### config.mk
export PLATFORM = sky130hd
export DESIGN_NAME = key_debounce_autorepeat_top
export DESIGN_NICKNAME = d
export VERILOG_FILES = /design/src/rtl/kda_pkg.sv /design/src/rtl/kda_core.sv /design/src/rtl/key_debounce_autorepeat_top.sv
export SDC_FILE = /design/constraint.sdc
export NUM_CORES = 1
export LEC_CHECK = 0
export ABC_AREA = 1
export BUFFER_PORTS_ARGS = -buffer_cell sky130_fd_sc_hd__buf_2
export CORE_ASPECT_RATIO = 1.1
export CORE_MARGIN = 2
export CORE_UTILIZATION = 50
export DETAILED_ROUTE_END_ITERATION = 10
export PLACE_DENSITY_LB_ADDON = 0.08
export SYNTH_ARGS = -nofsm -noshare
export SYNTH_HDL_FRONTEND = slang
export SYNTH_SLANG_ARGS = --single-unit
### constraint.sdc
create_clock -name clk -period 2.1 [get_ports clk]
set_input_delay 0.105 -clock clk [delete_from_list [all_inputs] [get_ports clk]]
set_output_delay 0.105 -clock clk [all_outputs]
set_load 0.01 [all_outputs]
### src/rtl/kda_pkg.sv
// Shared types and constants for the key debounce and auto-repeat block.
package kda_pkg;

    // Width of a key bitmap as it travels on the ports.
    localparam int unsigned KEY_W = 8;

    // Configuration register indexes (byte address is four times the index).
    typedef enum logic [1:0] {
        REG_DEBOUNCE_TICKS = 2'd0,
        REG_REPEAT_TICKS   = 2'd1,
        REG_REPEAT_MODE    = 2'd2
    } kda_reg_idx_t;

    // Input item kinds.
    localparam logic MODE_TICK  = 1'b0;
    localparam logic MODE_QUERY = 1'b1;

    // Reset values of the configuration registers.
    localparam logic [7:0] DEBOUNCE_TICKS_RST = 8'd50;
    localparam logic [7:0] REPEAT_TICKS_RST   = 8'd200;

    // Acceleration constants of the repeat interval.
    localparam logic [7:0] BOOST_SMALL_STEP  = 8'd2;
    localparam logic [7:0] BOOST_SMALL_LIMIT = 8'd10;
    localparam logic [7:0] BOOST_LARGE_STEP  = 8'd10;
    localparam logic [8:0] BOOST_MARGIN      = 9'd40;

    // One input beat.
    typedef struct packed {
        logic             mode;
        logic [KEY_W-1:0] key_sample;
        logic [KEY_W-1:0] key_mask;
    } kda_in_t;

    // One result beat.
    typedef struct packed {
        logic             pressed;
        logic [KEY_W-1:0] latched_keys;
        logic [1:0]       phase;
    } kda_out_t;

    // Configuration as seen by the scanner core.
    typedef struct packed {
        logic [7:0] debounce_ticks;
        logic [7:0] repeat_ticks;
        logic       repeat_mode;
    } kda_cfg_t;

endpackage

### src/rtl/kda_core.sv
// Scanner core: debounce, click and accelerating repeat state, one item per cycle while step is high.
module kda_core #(
    parameter int unsigned KEY_COUNT = 8
) (
    input  logic             clk,
    input  logic             rst_n,
    input  logic             step,
    input  kda_pkg::kda_in_t  item,
    input  kda_pkg::kda_cfg_t cfg,
    output kda_pkg::kda_out_t result
);
    import kda_pkg::*;

    // Only the low KEY_COUNT bits of a bitmap take part.
    localparam logic [KEY_W-1:0] KeyMask = (KEY_COUNT >= KEY_W) ? {KEY_W{1'b1}}
                                         : KEY_W'((1 << KEY_COUNT) - 1);

    typedef enum logic [1:0] {
        PH_IDLE     = 2'd0,
        PH_DEBOUNCE = 2'd1,
        PH_CLICK    = 2'd2,
        PH_REPEAT   = 2'd3
    } phase_t;

    phase_t           phase_reg, phase_next;
    logic [KEY_W-1:0] latch_reg, latch_next;
    logic [7:0]       dcount_reg, dcount_next;
    logic [7:0]       rcount_reg, rcount_next;
    logic [7:0]       boost_reg, boost_next;

    logic [KEY_W-1:0] sample;
    logic [KEY_W-1:0] mask;
    logic             sample_any;
    logic [7:0]       dcount_dec;
    logic [7:0]       rcount_dec;
    logic [7:0]       db_reload;
    logic [7:0]       rt_reload;
    logic [8:0]       rt_diff;
    logic [7:0]       rep_reload;
    logic [7:0]       boost_grow;
    logic             run_repeat;
    logic             pressed;

    // Reload values, saturated so that a counter never loads zero, and the next boost.
    always_comb
    begin
        db_reload  = (cfg.debounce_ticks == 8'd0) ? 8'd1 : cfg.debounce_ticks;
        rt_reload  = (cfg.repeat_ticks == 8'd0) ? 8'd1 : cfg.repeat_ticks;
        rt_diff    = {1'b0, cfg.repeat_ticks} - {1'b0, boost_reg};
        rep_reload = (rt_diff[8] || rt_diff == 9'd0) ? 8'd1 : rt_diff[7:0];
        if (boost_reg < BOOST_SMALL_LIMIT)
        begin
            boost_grow = boost_reg + BOOST_SMALL_STEP;
        end
        else if (({1'b0, boost_reg} + BOOST_MARGIN) < {1'b0, cfg.repeat_ticks})
        begin
            boost_grow = boost_reg + BOOST_LARGE_STEP;
        end
        else
        begin
            boost_grow = boost_reg;
        end
    end

    // Next state for one tick or query.
    always_comb
    begin
        sample      = item.key_sample & KeyMask;
        mask        = item.key_mask & KeyMask;
        sample_any  = |sample;
        dcount_dec  = dcount_reg - 8'd1;
        rcount_dec  = rcount_reg - 8'd1;
        phase_next  = phase_reg;
        latch_next  = latch_reg;
        dcount_next = dcount_reg;
        rcount_next = rcount_reg;
        boost_next  = boost_reg;
        run_repeat  = 1'b0;
        pressed     = 1'b0;

        if (item.mode == MODE_QUERY)
        begin
            // A query reads and clears the masked latched keys.
            if ((latch_reg & mask) != '0)
            begin
                latch_next = latch_reg & ~mask;
                pressed    = 1'b1;
            end
        end
        else
        begin
            unique case (phase_reg)
                PH_IDLE, PH_DEBOUNCE:
                begin
                    if (!sample_any)
                    begin
                        // A release aborts debouncing and leaves the latch alone.
                        if (phase_reg == PH_DEBOUNCE)
                        begin
                            dcount_next = db_reload;
                            phase_next  = PH_IDLE;
                        end
                    end
                    else if (dcount_dec != 8'd0)
                    begin
                        dcount_next = dcount_dec;
                        phase_next  = PH_DEBOUNCE;
                    end
                    else
                    begin
                        // Debounce done: latch, then click or start repeating.
                        dcount_next = db_reload;
                        latch_next  = sample;
                        if (cfg.repeat_mode)
                        begin
                            phase_next = PH_REPEAT;
                            run_repeat = 1'b1;
                        end
                        else
                        begin
                            phase_next = PH_CLICK;
                        end
                    end
                end
                PH_CLICK:
                begin
                    if (!sample_any)
                    begin
                        phase_next = PH_IDLE;
                    end
                end
                PH_REPEAT:
                begin
                    run_repeat = 1'b1;
                end
                default:
                begin
                    phase_next = PH_IDLE;
                end
            endcase

            // Repeat counter, also on the tick that finishes debouncing.
            if (run_repeat)
            begin
                if (!sample_any)
                begin
                    boost_next  = 8'd0;
                    rcount_next = rt_reload;
                    phase_next  = PH_IDLE;
                end
                else if (rcount_dec != 8'd0)
                begin
                    rcount_next = rcount_dec;
                end
                else
                begin
                    latch_next  = sample;
                    rcount_next = rep_reload;
                    boost_next  = boost_grow;
                end
            end
        end
    end

    // State registers advance once per accepted beat.
    always_ff @(posedge clk or negedge rst_n)
    begin
        if (!rst_n)
        begin
            phase_reg  <= PH_IDLE;
            latch_reg  <= '0;
            dcount_reg <= DEBOUNCE_TICKS_RST;
            rcount_reg <= REPEAT_TICKS_RST;
            boost_reg  <= 8'd0;
        end
        else if (step)
        begin
            phase_reg  <= phase_next;
            latch_reg  <= latch_next;
            dcount_reg <= dcount_next;
            rcount_reg <= rcount_next;
            boost_reg  <= boost_next;
        end
    end

    assign result.pressed      = pressed;
    assign result.latched_keys = latch_next;
    assign result.phase        = phase_next;

endmodule

### src/rtl/key_debounce_autorepeat_top.sv
// Top level of the key debounce and auto-repeat block: register port and result register.
//
//   channel | direction | handshake          | payload
//   --------+-----------+--------------------+--------------------------------
//   in      | input     | in_valid/in_ready  | in_data  (mode, key_sample, key_mask)
//   out     | output    | out_valid/out_ready| out_data (pressed, latched_keys, phase)
//   apb     | input     | psel/penable       | paddr, pwdata, prdata
//
// Each beat's result appears in the output register the next cycle, and a new
// beat is taken each cycle while that register is empty or being drained.
// The only stall is a full output register with out_ready low. Reset clears
// the scanner state and the output valid; the registers return to their
// documented defaults.
module key_debounce_autorepeat_top #(
    parameter int unsigned KEY_COUNT = 8
) (
    input  logic             clk,
    input  logic             rst_n,
    input  logic             psel,
    input  logic             penable,
    input  logic             pwrite,
    input  logic [3:0]       paddr,
    input  logic [31:0]      pwdata,
    output logic [31:0]      prdata,
    output logic             pready,
    input  logic             in_valid,
    output logic             in_ready,
    input  kda_pkg::kda_in_t  in_data,
    output logic             out_valid,
    input  logic             out_ready,
    output kda_pkg::kda_out_t out_data
);
    import kda_pkg::*;

    kda_cfg_t     cfg_reg;
    kda_reg_idx_t reg_idx;
    logic         wr_en;
    logic         step;
    kda_out_t     result;
    logic         out_valid_reg;
    kda_out_t     out_data_reg;

    assign pready  = 1'b1;
    assign reg_idx = kda_reg_idx_t'(paddr[3:2]);
    assign wr_en   = psel && penable && pwrite && pready;

    // Configuration registers; addresses past the list are ignored.
    always_ff @(posedge clk or negedge rst_n)
    begin
        if (!rst_n)
        begin
            cfg_reg.debounce_ticks <= DEBOUNCE_TICKS_RST;
            cfg_reg.repeat_ticks   <= REPEAT_TICKS_RST;
            cfg_reg.repeat_mode    <= 1'b0;
        end
        else if (wr_en)
        begin
            unique case (reg_idx)
                REG_DEBOUNCE_TICKS: cfg_reg.debounce_ticks <= pwdata[7:0];
                REG_REPEAT_TICKS:   cfg_reg.repeat_ticks   <= pwdata[7:0];
                REG_REPEAT_MODE:    cfg_reg.repeat_mode    <= pwdata[0];
                default:            cfg_reg <= cfg_reg;
            endcase
        end
    end

    // Register read-back.
    always_comb
    begin
        unique case (reg_idx)
            REG_DEBOUNCE_TICKS: prdata = {24'd0, cfg_reg.debounce_ticks};
            REG_REPEAT_TICKS:   prdata = {24'd0, cfg_reg.repeat_ticks};
            REG_REPEAT_MODE:    prdata = {31'd0, cfg_reg.repeat_mode};
            default:            prdata = 32'd0;
        endcase
    end

    // A beat is taken whenever the output register can hold its result.
    assign in_ready = !out_valid_reg || out_ready;
    assign step     = in_valid && in_ready;

    kda_core #(
        .KEY_COUNT (KEY_COUNT)
    ) u_core (
        .clk    (clk),
        .rst_n  (rst_n),
        .step   (step),
        .item   (in_data),
        .cfg    (cfg_reg),
        .result (result)
    );

    // Output register.
    always_ff @(posedge clk or negedge rst_n)
    begin
        if (!rst_n)
        begin
            out_valid_reg <= 1'b0;
        end
        else if (in_ready)
        begin
            out_valid_reg <= step;
        end
    end

    always_ff @(posedge clk)
    begin
        if (step)
        begin
            out_data_reg <= result;
        end
    end

    assign out_valid = out_valid_reg;
    assign out_data  = out_data_reg;

endmodule
==> qor.txt <==
outcome - finished with violations
failing checks - negative setup slack
P per Cell Area - 889 nW/um^2
sequential area share after synthesis - 35.9%
Clock power frac - 19.7%
Die Wd - 94.6 um
first-pass GRT wire length - 19700 um
Routed Wire Length - 12300 um
DP Wirelength - 8670 um
Setup Skew - 0.0124 ns
Clk pin slew, worst setup/hold paths - 0.07 ns
post-route ant nets - 0
reg2reg start - u_core.boost_reg[4]
FF-to-FF End - u_core.boost_reg[1]
critical setup path kind - reg2reg
critical path depth - 15
Max-cap violations - 0
largest net degree at the start of global routing - 52
hold_ws - 0.0107 ns
crit path DAT - 2.50 ns
CTS root buf - clkbuf_8
WP data required - 2.34 ns
row count - 36
non-filler cells in the finished layout - 864
initial antenna violation count - 0
routed len/inst - 14.3 um
Hold Startpoint - pwdata[4]
crit path from - u_core.boost_reg[4]
Post-Syn Area per Cell - 7.33 um^2
Max-Slew Margin vs Limit - 59.5%
IO buf count - 54
Area Growth Syn to Fin - 33.2%
final setup fails - 20
Leak - 3.02 nW
gr usage total - 25.3%
Fmax - 0.442 GHz
share of cells above drive strength 1 - 36.7%
cts bufs inserted - 9
YS warnings - 0
reg2reg setup slack - -0.16 ns
vias in the first global route - 4212
CP delay by family, top - simple AND/OR/NAND/NOR gates
VDD IR max - 0.486 mV
Initial Util - 51.2%
Inst Count DP - 833
Design Area, Final - 6020 um^2
core box area - 8830 um^2
flop and latch count out of synthesis - 62
RD Place Congestion - 0.923
P_int - 3.25 mW
GRT overflow - 0
fin crit share - 108%
critical-path cell list - buf_4, nand2_2, o21ai_2, a21oi_2, ha_4, a21oi_2, o211ai_1, nor2_1, nand2_1, nand2_1, nand4_1, buf_4, buf_6, nand2_1, o21ai_2
kind of start point of the critical path - flip-flop
logic gate share of total power - 46.6%
post-placement setup slack - -0.195 ns
TritonCTS Sinks - 62
Sequential Power Share - 33.7%
Via Count - 4447
H-tree depth - 3
switching share of total power - 39.4%
max reg flops - 17
vias per cell - 5.15
crit path time final - 2.26 ns
CP Max Fanout - 5
Final Slew Violations - 0
die height - 104 um
die area - 9810 um^2
PnR worst setup slack - -0.164 ns
first-pass iteration count of the detailed router - 5
post-synth cell types - 46
Synth Instances - 616
crit path buf inv count - 3
antenna cells - 0
RSZ-0062 raised after global routing - true
Reg2Reg Depth - 15
Post-route DRC - 0
crit-path most repeated cell - nand2_1
asr flop ratio synth - 82.3%
EDFF count, synth - 11
critical path's largest stage delay - 0.45 ns
area of placed instances - 5240 um^2
Worst Hold End - cfg_reg[13]
P_sw - 2.11 mW
Util after Layout - 68.2%
CTS tree - yes
top_reg_cell synth - dfrtp_1
Worst-Margin Slew - 0.604 ns
clk_lat worst skew - 0.35 ns
CP max stage cell - dfrtp_2
Hold Crit Depth - 3
Critical Path End Type - flip-flop
Synth Cell Area - 4520 um^2
post-layout power - 5.35 mW
initial DRC count - 199
Hold WC Path Type - in2reg
io pins - 106
Hold Fails Final Rpt - 0
clk buf depth - 2
Nets - 827
TNS Setup - -1.10 ns
==> logic make-up after synthesis <==
logic type | Yosys count | share of synthesized area [%]
buffers and inverters | 134 | 13.9
other | 2 | 0.166
DFF | 62 | 35.9
adders and majority gates | 22 | 6.26
AOI/OAI and AO/OA | 92 | 11.7
xor gates and xnor gates | 13 | 2.52
and+or+nand+nor | 291 | 29.6
==> what timing repair did <==
item | in CTS | in global routing
pin swaps | 22 | 21
gates cloned | 0 | 1
setup buffers | 6 | 7
hold buffers | 1 | 0
hold endpoints to repair | 39 | 0
setup endpoints to repair | 38 | 40
gates resized for setup | 45 | 80
==> final cells by class <==
type	count	area (um^2)
fill	739	2810
multi-input combinational	444	2780
sequential	62	1630
timing repair buffer	131	905
inverter	97	372
clock buffer	12	145
tap	114	143
clock inverter	4	47.5
==> layer usage <==
layer / track usage, % / vias to the layer above / part of all wire, %
met2: 41.7 / 158 / 49
met5: 0 / - / 0
met1: 33.2 / 2054 / 42
met4: 9.42 / 0 / 2.6
met3: 3.71 / 31 / 6.0
li1: - / 2204 / -
==> cell usage after synthesis, types with 2 or more instances <==
master,number,area [um^2]
a21oi_1,24,120
nand2_4,3,33.8
o211ai_1,2,15.0
o21ai_0,34,170
nor4_1,3,18.8
buf_4,26,195
o21ai_2,3,26.3
clkbuf_1,5,18.8
a221oi_1,2,17.5
nand2_2,10,62.6
clkinv_1,2,7.51
inv_1,95,357
nand2_1,151,567
conb_1,2,7.51
nand3b_1,2,15.0
o22ai_1,6,37.5
ha_1,21,263
nor2_2,7,43.8
xnor2_1,3,26.3
a22oi_1,8,60.1
nand3_2,9,90.1
dfrtp_1,39,976
o21ai_1,6,30.0
nand3_1,44,220
nand4_1,10,62.6
buf_6,3,33.8
nor2_1,43,161
xor2_1,10,87.6
edfxtp_1,11,330
or2_2,2,12.5
nor3_1,4,20.0
dfstp_2,12,315
==> worst max path at each step <==
stage	slack (ns)	to
floorplan	0.06	u_core.rcount_reg[4]
global placement	-0.16	u_core.boost_reg[4]
detailed placement	-0.20	u_core.boost_reg[4]
CTS	-0.10	u_core.boost_reg[1]
global route	-0.31	u_core.boost_reg[4]
finish	-0.16	u_core.boost_reg[1]
==> power groups by stage <==
stage / Sequential [mW] / Clock, mW / Combinational (mW)
final: 1.80 / 1.06 / 2.49
after global placement: 1.79 / 0 / 1.92
after global routing: 1.84 / 1.13 / 2.78
after CTS: 1.79 / 1.08 / 2.15
after detailed placement: 1.80 / 0 / 1.96
after floorplan: 1.77 / 0 / 1.25
==> tightest hold or removal path: stages <==
cell and delay [ns]:
buf_2 0.09, inv_1 0.06, o21ai_0 0.08
==> cells in the final DEF, fill, tap and decap left out, types with 10 or more instances in the layout <==
cell and n:
dfstp_2 12, conb_1 26, nand3_1 32, nor2_1 36, clkbuf_8 10, a21oi_1 20, edfxtp_1 11, buf_2 54
ha_1 13, nand2_1 129, nand2_2 28, o21ai_0 28, nand3_2 17, inv_2 10, dfrtp_1 35, inv_1 82
nand4_1 10, buf_4 64, buf_6 11
(Power assumes the default switching activity.)
